[src/arw_pkg.sv]
package arw_pkg;

	localparam int WORD_BITS        = 32;
	localparam int WORD_SHIFT       = 5;
	localparam int WINDOW_WORDS_DEF = 8;
	localparam int SEQ_W            = 64;
	localparam int WSIZE_W          = 9;
	localparam logic [WSIZE_W-1:0] WSIZE_RST = 9'd256;

	localparam int APB_DATA_W = 32;
	localparam int PADDR_W    = 3;

	// register index, taken from paddr above the byte offset
	localparam logic [PADDR_W-3:0] REG_WINDOW_SIZE = '0;

	localparam logic OP_CHECK  = 1'b0;
	localparam logic OP_UPDATE = 1'b1;

	typedef enum logic [2:0] {
		ST_IDLE,
		ST_EVAL,
		ST_DECIDE,
		ST_CLEAR,
		ST_READ,
		ST_TEST,
		ST_DONE
	} state_t;

endpackage

[src/anti_replay_window.sv]
// anti-replay check over a word-organized bitmap held in a synchronous memory
// steps: eval, decide, a clear sweep of up to the effective word count of words (updates above
//   the highest only), read, test; disabled, zero, too-old items and checks above the highest end at decide
// a new item is taken only in idle, once the last result has moved to the output register;
//   a result may wait in the output register
// reset: highest seen 0, bitmap reads zero through per-word valid bits, window_size 256
module anti_replay_window
	import arw_pkg::*;
#(
	parameter int WINDOW_WORDS = WINDOW_WORDS_DEF
) (
	input  logic                  clk,
	input  logic                  arst_n,

	input  logic                  in_valid,
	output logic                  in_ready,
	input  logic                  operation,
	input  logic [SEQ_W-1:0]      sequence_req,

	output logic                  out_valid,
	input  logic                  out_ready,
	output logic                  accept,

	input  logic                  psel,
	input  logic                  penable,
	input  logic                  pwrite,
	input  logic [PADDR_W-1:0]    paddr,
	input  logic [APB_DATA_W-1:0] pwdata,
	output logic [APB_DATA_W-1:0] prdata,
	output logic                  pready
);

	localparam int IDX_W  = (WINDOW_WORDS > 1) ? $clog2(WINDOW_WORDS) : 1;
	localparam int WCNT_W = $clog2(WINDOW_WORDS + 1);
	localparam int CW     = (WCNT_W > 4) ? WCNT_W : 4;
	localparam int HW     = SEQ_W - WORD_SHIFT;

	state_t state_q, state_d;

	logic [WSIZE_W-1:0]   window_size_q;
	logic                 op_q;
	logic [SEQ_W-1:0]     seq_q;
	logic [SEQ_W-1:0]     highest_q;
	logic [SEQ_W-1:0]     lim_q;
	logic                 dis_q, zero_q, gt_q, hsbig_q;
	logic [WCNT_W-1:0]    cnt_q;
	logic [IDX_W-1:0]     caddr_q;
	logic                 res_q;
	logic                 out_valid_q;
	logic                 out_accept_q;

	logic [WORD_BITS-1:0] mem [WINDOW_WORDS];
	logic [WINDOW_WORDS-1:0] vld_q;
	logic [WORD_BITS-1:0] rd_q;
	logic                 rvld_q;

	// apb
	logic cfg_wr;
	assign pready = 1'b1;
	assign cfg_wr = psel & penable & pwrite & (paddr[PADDR_W-1:2] == REG_WINDOW_SIZE);
	assign prdata = (paddr[PADDR_W-1:2] == REG_WINDOW_SIZE) ?
		APB_DATA_W'(window_size_q) : '0;

	always_ff @(posedge clk or negedge arst_n) begin
		if (!arst_n) begin
			window_size_q <= WSIZE_RST;
		end else if (cfg_wr) begin
			window_size_q <= pwdata[WSIZE_W-1:0];
		end
	end

	// effective word count: clamp to 1..WINDOW_WORDS, round down to a power of two
	logic [CW-1:0]     wreq, wclamp, wpow;
	logic [WCNT_W-1:0] words;
	logic [IDX_W-1:0]  mask;
	logic [SEQ_W-1:0]  span;

	always_comb begin
		wreq = CW'(window_size_q[WSIZE_W-1:WORD_SHIFT]);
		if (wreq == '0)
			wclamp = CW'(1);
		else if (wreq > CW'(WINDOW_WORDS))
			wclamp = CW'(WINDOW_WORDS);
		else
			wclamp = wreq;
		wpow = '0;
		for (int i = 0; i < CW; i++) begin
			if (wclamp[i])
				wpow = CW'(1) << i;
		end
		words = WCNT_W'(wpow);
		mask  = IDX_W'(words - WCNT_W'(1));
		span  = SEQ_W'(words) << WORD_SHIFT;
	end

	// datapath terms
	logic [SEQ_W:0]   hdiff;
	logic             old;
	logic [HW-1:0]    wdist;
	logic [WCNT_W-1:0] sat;
	logic [IDX_W-1:0] tidx;
	logic [WORD_BITS-1:0] tword, tbit;
	logic             hit;

	assign hdiff = {1'b0, highest_q} - {1'b0, span};
	assign old   = hsbig_q && (seq_q < lim_q);
	assign wdist = seq_q[SEQ_W-1:WORD_SHIFT] - highest_q[SEQ_W-1:WORD_SHIFT];
	assign sat   = (wdist > HW'(words)) ? words : WCNT_W'(wdist);
	assign tidx  = seq_q[WORD_SHIFT +: IDX_W] & mask;
	assign tword = rvld_q ? rd_q : '0;
	assign tbit  = WORD_BITS'(1) << seq_q[WORD_SHIFT-1:0];
	assign hit   = (tword & tbit) != '0;

	// fsm
	logic             in_fire, out_free;
	logic             we;
	logic [IDX_W-1:0] waddr;
	logic [WORD_BITS-1:0] wdata;
	logic             ld_in, ld_eval, set_res, res_val, ld_clear, raise_hs, step_clr, do_rd;

	assign in_ready = (state_q == ST_IDLE);
	assign in_fire  = in_valid & in_ready;
	assign out_free = !out_valid_q || out_ready;

	always_ff @(posedge clk or negedge arst_n) begin
		if (!arst_n)
			state_q <= ST_IDLE;
		else
			state_q <= state_d;
	end

	always_comb begin
		state_d  = state_q;
		ld_in    = 1'b0;
		ld_eval  = 1'b0;
		set_res  = 1'b0;
		res_val  = 1'b0;
		ld_clear = 1'b0;
		raise_hs = 1'b0;
		step_clr = 1'b0;
		do_rd    = 1'b0;
		we       = 1'b0;
		waddr    = caddr_q;
		wdata    = '0;
		unique case (state_q)
			ST_IDLE: begin
				if (in_fire) begin
					ld_in   = 1'b1;
					state_d = ST_EVAL;
				end
			end
			ST_EVAL: begin
				ld_eval = 1'b1;
				state_d = ST_DECIDE;
			end
			ST_DECIDE: begin
				if (dis_q) begin
					set_res = 1'b1;
					res_val = 1'b1;
					state_d = ST_DONE;
				end else if (zero_q) begin
					set_res = 1'b1;
					state_d = ST_DONE;
				end else if (op_q == OP_CHECK) begin
					if (gt_q) begin
						set_res = 1'b1;
						res_val = 1'b1;
						state_d = ST_DONE;
					end else if (old) begin
						set_res = 1'b1;
						state_d = ST_DONE;
					end else begin
						state_d = ST_READ;
					end
				end else begin
					if (old) begin
						set_res = 1'b1;
						state_d = ST_DONE;
					end else if (gt_q) begin
						raise_hs = 1'b1;
						ld_clear = 1'b1;
						state_d  = (sat != '0) ? ST_CLEAR : ST_READ;
					end else begin
						state_d = ST_READ;
					end
				end
			end
			ST_CLEAR: begin
				we       = 1'b1;
				step_clr = 1'b1;
				if (cnt_q == WCNT_W'(1))
					state_d = ST_READ;
			end
			ST_READ: begin
				do_rd   = 1'b1;
				state_d = ST_TEST;
			end
			ST_TEST: begin
				set_res = 1'b1;
				res_val = !hit;
				if (op_q == OP_UPDATE && !hit) begin
					we    = 1'b1;
					waddr = tidx;
					wdata = tword | tbit;
				end
				state_d = ST_DONE;
			end
			ST_DONE: begin
				if (out_free)
					state_d = ST_IDLE;
			end
			default: state_d = ST_IDLE;
		endcase
	end

	// item registers
	always_ff @(posedge clk) begin
		if (ld_in) begin
			op_q  <= operation;
			seq_q <= sequence_req;
		end
		if (ld_eval) begin
			dis_q   <= (window_size_q == '0);
			zero_q  <= (seq_q == '0);
			gt_q    <= (seq_q > highest_q);
			hsbig_q <= !hdiff[SEQ_W] && (hdiff[SEQ_W-1:0] != '0);
			lim_q   <= hdiff[SEQ_W-1:0];
		end
		if (set_res)
			res_q <= res_val;
	end

	always_ff @(posedge clk or negedge arst_n) begin
		if (!arst_n) begin
			highest_q <= '0;
			cnt_q     <= '0;
			caddr_q   <= '0;
		end else begin
			if (raise_hs)
				highest_q <= seq_q;
			if (ld_clear) begin
				cnt_q   <= sat;
				caddr_q <= (highest_q[WORD_SHIFT +: IDX_W] + IDX_W'(1)) & mask;
			end else if (step_clr) begin
				cnt_q   <= cnt_q - WCNT_W'(1);
				caddr_q <= (caddr_q + IDX_W'(1)) & mask;
			end
		end
	end

	// bitmap memory; clears finish before the read and the write-back lands before
	// the next item can read, so no two accesses to one word overlap
	always_ff @(posedge clk) begin
		if (we)
			mem[waddr] <= wdata;
		if (do_rd)
			rd_q <= mem[tidx];
	end

	always_ff @(posedge clk or negedge arst_n) begin
		if (!arst_n) begin
			vld_q  <= '0;
			rvld_q <= 1'b0;
		end else begin
			if (we)
				vld_q[waddr] <= 1'b1;
			if (do_rd)
				rvld_q <= vld_q[tidx];
		end
	end

	// output register
	always_ff @(posedge clk or negedge arst_n) begin
		if (!arst_n) begin
			out_valid_q  <= 1'b0;
			out_accept_q <= 1'b0;
		end else if (state_q == ST_DONE && out_free) begin
			out_valid_q  <= 1'b1;
			out_accept_q <= res_q;
		end else if (out_ready) begin
			out_valid_q <= 1'b0;
		end
	end

	assign out_valid = out_valid_q;
	assign accept    = out_accept_q;

`ifndef ASSERT_OFF
	a_write_states: assert property (@(posedge clk) disable iff (!arst_n)
		we |-> (state_q == ST_CLEAR || state_q == ST_TEST))
		else $error("bitmap write outside clear or test");

	a_clear_bound: assert property (@(posedge clk) disable iff (!arst_n)
		(state_q == ST_CLEAR) |-> (cnt_q != '0 && cnt_q <= words))
		else $error("clear count out of range");

	a_highest_monotonic: assert property (@(posedge clk) disable iff (!arst_n)
		1'b1 |=> (highest_q >= $past(highest_q)))
		else $error("highest seen decreased");

	a_disabled_accepts: assert property (@(posedge clk) disable iff (!arst_n)
		(state_q == ST_DECIDE && dis_q) |=> (res_q && state_q == ST_DONE))
		else $error("disabled window did not accept");

	a_no_mark_zero: assert property (@(posedge clk) disable iff (!arst_n)
		(state_q == ST_TEST) |-> (seq_q != '0 && !dis_q))
		else $error("bitmap test for zero sequence or disabled window");
`endif

endmodule

[config.mk]
export PLATFORM = sky130hd
export DESIGN_NAME = anti_replay_window
export DESIGN_NICKNAME = d
export VERILOG_FILES = /design/src/arw_pkg.sv /design/src/anti_replay_window.sv
export SDC_FILE = /design/constraint.sdc
export NUM_CORES = 1
export LEC_CHECK = 0
export BUFFER_PORTS_ARGS = -buffer_cell sky130_fd_sc_hd__buf_4
export CAP_MARGIN = 20
export CORE_AREA = 4 4 241 243
export DETAILED_ROUTE_END_ITERATION = 16
export DIE_AREA = 0 0 245 247
export PLACE_DENSITY_LB_ADDON = 0.12
export REMOVE_ABC_BUFFERS = 1
export SETUP_SLACK_MARGIN = 0.3
export SYNTH_ARGS = -nofsm -noshare
export SYNTH_HDL_FRONTEND = slang
export SYNTH_SLANG_ARGS = --single-unit
[constraint.sdc]
create_clock -name clk -period 19.1 [get_ports clk]
set_input_delay 3.82 -clock clk [delete_from_list [all_inputs] [get_ports clk]]
set_output_delay 3.82 -clock clk [all_outputs]
set_load 0.01 [all_outputs]
After elaboration in Yosys (flattened, before gate mapping)
Memories as Yosys holds them, arrays and structs flattened. A register that Yosys moved wholly into a read port is not among the register bits.
Index checks and enable logic that the tools add are counted.
{"block": "word_totals", "register_bits": 228, "latchBits": 0, "ram_bits": 256, "romBits": 0, "in_bits": 107, "output_inout_bits": 36, "wordCells": 132, "mem_count": 1}
{"memory": "mem", "words": 8, "width": 32, "read_ports": 1, "rd_ports_with_merged_regs": 1, "write_ports": 1, "line_no": "anti_replay_window.sv:52", "source": "logic [WORD_BITS-1:0] mem [WINDOW_WORDS];"}
{"block": "op_classes", "addsub": 6, "mul": 0, "n_div": 0, "magnitude_cmp": 7, "eq_ne": 10, "n_shift": 1, "mux": 60, "bitwise": 11, "reduce_logical": 19}
{"cell": "$mux 32", "n": 3}
{"cell": "$sub 64x9->65", "n": 1}
{"cell": "$gt 64x64->1", "n": 1}
{"cell": "$logic_not 64->1", "n": 1}
{"cell": "$lt 64x64->1", "n": 1}
{"cell": "$reduce_bool 64->1", "n": 1}
{"cell": "$gt 59x4->1", "n": 1}
{"cell": "$sub 59x59->59", "n": 1}
{"cell": "$mux 3", "n": 14}
{"cell": "$and 32x32->32", "n": 1}
{"cell": "$or 32x32->32", "n": 1}
{"cell": "$reduce_bool 32->1", "n": 1}
{"cell": "$shl 1x5->32 const A", "n": 1}
{"cell": "$mux 1", "n": 27}
{"cell": "$mux 4", "n": 6}
{"cell": "$pmux 3 s7", "n": 1}
{"cell": "$and 3x3->3", "n": 3}
{"cell": "$eq 3x3->1 const B", "n": 3}
{"cell": "$logic_not 9->1", "n": 1}
{"cell": "$mux 9", "n": 1}
{"cell": "$lt 3x4->1 const B", "n": 2}
{"cell": "$or 8x8->8", "n": 1}
{"cell": "$add 3x1->3 const B", "n": 2}
{"cell": "$eq 3x2->1 const B", "n": 2}
{"cell": "22 further kinds", "n": 37}

Depth between registers and ports, before layout
{"block": "logic_depth", "word_depth": 17, "depth_mapped": 20, "mapped_depth_nobuf": 18}

Worst setup path before layout
Ideal clock, no wire load.
{"block": "synth_path", "path_type": "input-to-output", "startpoint": "input port paddr[2]", "endpoint": "output port prdata[0]", "arrival_time_ps": 3998, "required_ps": 15280, "setup_slack_ps": 11282, "cell_stages": 1, "n_path_buf": 0, "cell_sequence": "nor2b_1"}
{"block": "synth_via", "elab_chain_cells": 1}
{"element": "start, declared", "line_no": "anti_replay_window.sv:27", "source": "input logic [PADDR_W-1:0] paddr,"}
{"element": "$mux 9", "line_no": "anti_replay_window.sv:61", "source": "assign prdata = (paddr[PADDR_W-1:2] == REG_WINDOW_SIZE) ?"}
{"element": "end, declared", "line_no": "anti_replay_window.sv:29", "source": "output logic [APB_DATA_W-1:0] prdata,"}
Every way passes these cells.

Final worst setup path
{"block": "layout_path", "startpoint": "input port paddr[2]", "endpoint": "output port prdata[4]"}
The elaborated chain is that of the path after synthesis.

==> flow_summary.json <==
{
  "final_cells": 3261,
  "timing.final.hold_violations": 0,
  "ctsRootBufferMaster": "sky130_fd_sc_hd__clkbuf_16",
  "routed-via-count": 19400,
  "cts_hold_buf": 0,
  "clk_pin_slew_worst_setup_hold_paths_ns": 0.06,
  "holdPathStages": 1,
  "max_cap_violations": 0,
  "crit_arrival_ns": 4.22,
  "chipHeight_um": 247,
  "p_sw_share_pct": 40.1,
  "path_class": "primary input to output port",
  "io_buffer_count": 93,
  "grt_util_met3_pct": 2.83,
  "detail_route.iter0.violations": 1602,
  "routed_wl_mm": 76.2,
  "gp_congestion": 0.957,
  "insertion_delay_ns": 0.64,
  "multi_input_comb_area_sq_mm": 0.0116,
  "number_of_synthesized_flops_with_an_enable_pin": 422,
  "reg2reg_from": "seq_q[1]",
  "floorplan.die_area_sq_mm": 0.0605,
  "design.portCount": 143,
  "worstSetupEndpointType": "output port",
  "clock_skew_ns": 0.0242,
  "rsz0062_at_grt": "false",
  "fin_crit_sh_pct": 42.1,
  "p_switching_mw": 1.93,
  "share_clk_of_total_power_pct": 23.2,
  "ff2ff_path_depth": 16,
  "dpl.cell_count": 3158,
  "synth_cell_types": 86,
  "drt_first_pass_iters": 5,
  "synthesized_netlist_cell_count": 2394,
  "grt_util_all_layers_pct": 25.1,
  "cell_area_reported_after_detailed_placement_sq_mm": 0.0290,
  "clock.fmax_mhz": 124,
  "clock_tree.htree_level_count": 2,
  "worst_hold_path_startpoint": "vld_q[6]",
  "static-leakage-power_nw": 11.2,
  "global_route.peak_usage_layer": "met2",
  "synth-seq-area-share_pct": 54.4,
  "area_delta_synth_final_pct": 11.9,
  "ant_nets": 0,
  "worst-r2r-setup-slack_ns": 13.52,
  "floorplan.initialDensity_pct": 49.4,
  "floorplan.die.width_um": 245,
  "clkSinkCount": 516,
  "cts_inserted_buffers": 55,
  "final_area_sq_mm": 0.0309,
  "hold-worst-slack_ns": 0.475,
  "n_antenna_cell": 0,
  "post_drt_wl_per_cell_um": 23.4,
  "synth-main-ff-cell": "sky130_fd_sc_hd__edfxtp_1",
  "hpwlAfterDp_mm": 53.2,
  "critPathLaunchType": "primary input",
  "first_global_vias": 19400,
  "holdPathEnd": "vld_q[6]",
  "grt_first_pass_wirelength_mm": 117,
  "min_path_type": "register to register",
  "worstReg2RegEnd": "caddr_q[2]",
  "grt_antenna_before_repair": 0,
  "drc_errors": 0,
  "filler_cell_count": 4846,
  "grt.met2_usage_pct": 44.7,
  "syn-cell-area_sq_mm": 0.0276,
  "worst_slew_pin_slew_ns": 1.05,
  "tns_ns": 0,
  "status": "complete, no violations",
  "post_cts.resized_instances": 0,
  "viasPerCell": 5.95,
  "async_flop_share_pct": 18.2,
  "grt_met1_usage_pct": 32.0,
  "ys.warnings.count": 0,
  "grt_max_degree": 78,
  "design.core.area_sq_mm": 0.0560,
  "power.internal_mw": 2.89,
  "post-cts-setup-buffers": 0,
  "layout_commonest_cell": "sky130_fd_sc_hd__edfxtp_1",
  "cellPowerDensity_mw_per_mm2": 156,
  "postSynthRegisterBits": 516,
  "synthesis.area_per_instance_sq_um": 11.5,
  "timing.final.crit_period_ns": 8.04,
  "overflow": 0,
  "worst-path-max-fanout": 10,
  "cell_rows": 87,
  "seqCellArea_sq_mm": 0.0150,
  "worst_slew_margin_rel_pct": 30.1,
  "power.sequential.fraction_pct": 34.1,
  "worst-endpoint-required_ns": 15.28,
  "setup-violations-final": 0,
  "drive_gt1_share_pct": 13.3,
  "tritoncts": "built",
  "comb_power_share_pct": 42.7,
  "final_cell_mix": "422 x sky130_fd_sc_hd__edfxtp_1, 282 x sky130_fd_sc_hd__nand2_1, 154 x sky130_fd_sc_hd__inv_1",
  "cts_max_path_buffers": 3,
  "power.ir.vdd_worst_mv": 0.0885,
  "drv_slew": 0,
  "finalNetCount": 2709
}
-- registers in the layout (all words and copies together) (netlist names) --
signal and flops:
hsbig_q 1, rd_q 32, out_valid 1, vld_q 8, state_q 3, lim_q 64
window_size_q 9, accept 1, dis_q 1, cnt_q 4, caddr_q 3, zero_q 1
op_q 1, seq_q 64, mem 256, highest_q 64, gt_q 1, rvld_q 1
res_q 1
-- cell families after synthesis --
kind of cell	count (synthesis)	synth area share [%]
and+or+nand+nor	770	14.0
DFF	516	54.4
AOI/OAI and AO/OA	499	11.5
buffers and inverters	283	4.26
adders and majority gates	142	6.49
muxes	100	6.70
xor gates and xnor gates	82	2.60
other	2	0.0272
-- final cells by class --
class                           count  share of cell area [%]
Clock buffer                       67                    4.63
Clock inverter                     35                    1.49
Inverter                          155                    1.88
Multi-Input combinational cell   1617                    37.5
Sequential cell                   516                    48.6
Tap cell                          756                    3.06
Timing Repair Buffer              115                    2.83
-- critical path, cell delays in order --
cell	delay, ns
sky130_fd_sc_hd__buf_4	0.14
sky130_fd_sc_hd__nor2b_1	0.12
sky130_fd_sc_hd__buf_4	0.14
-- through the flow --
step | util (%) | total power [mW] | setup WS (ns)
6_report | 55.2 | 4.82 | 11.06
5_1_grt | 55.2 | 5.11 | 11.00
4_1_cts | 55.2 | 4.83 | 11.05
3_5_place_dp | 51.8 | 3.70 | 11.05
3_3_place_gp | 51.8 | 3.67 | 11.07
2_1_floorplan | - | 3.05 | 11.28
-- power groups by stage --
stage | Sequential (mW) | Combinational (mW) | Clock [mW]
2_1_floorplan | 1.62 | 1.43 | 0
3_3_place_gp | 1.66 | 2.01 | 0
3_5_place_dp | 1.66 | 2.03 | 0
4_1_cts | 1.65 | 2.05 | 1.14
5_1_grt | 1.67 | 2.26 | 1.19
6_report | 1.64 | 2.06 | 1.12
-- how the worst max path moves through the flow --
| stage | startpoint | end | slack [ns] | cells past startpoint |
|---|---|---|---|---|
| 2_1_floorplan | paddr[2] | prdata[0] | 11.28 | 1 |
| 3_3_place_gp | paddr[2] | prdata[1] | 11.07 | 3 |
| 3_5_place_dp | paddr[2] | prdata[4] | 11.05 | 3 |
| 4_1_cts | paddr[2] | prdata[4] | 11.05 | 3 |
| 5_1_grt | paddr[2] | prdata[4] | 11.00 | 3 |
| 6_report | paddr[2] | prdata[4] | 11.06 | 3 |
-- cells in the mapped netlist, types with 40 or more instances --
| master | count | area share [%] |
|---|---|---|
| sky130_fd_sc_hd__mux4_2 | 66 | 5.4 |
| sky130_fd_sc_hd__clkbuf_1 | 72 | 0.98 |
| sky130_fd_sc_hd__nor2_1 | 128 | 1.7 |
| sky130_fd_sc_hd__ha_1 | 140 | 6.3 |
| sky130_fd_sc_hd__nand2_1 | 283 | 3.8 |
| sky130_fd_sc_hd__edfxtp_1 | 422 | 46 |
| sky130_fd_sc_hd__nand4_1 | 55 | 1.2 |
| sky130_fd_sc_hd__dfrtp_1 | 93 | 8.4 |
| sky130_fd_sc_hd__a21oi_1 | 126 | 2.3 |
| sky130_fd_sc_hd__inv_1 | 154 | 2.1 |
| sky130_fd_sc_hd__xnor2_1 | 70 | 2.2 |
| sky130_fd_sc_hd__nand3_1 | 40 | 0.72 |
| sky130_fd_sc_hd__o21ai_0 | 136 | 2.5 |
| sky130_fd_sc_hd__nor3_1 | 49 | 0.89 |
| sky130_fd_sc_hd__nor4_1 | 41 | 0.93 |
-- routing by layer --
layer / routed length, um / share of wire, %
met1: 30900 / 41
met2: 38900 / 51
met3: 3730 / 4.9
met4: 2730 / 3.6
met5: 0 / 0
No activity file was read; power rests on OpenSTA's default activity.
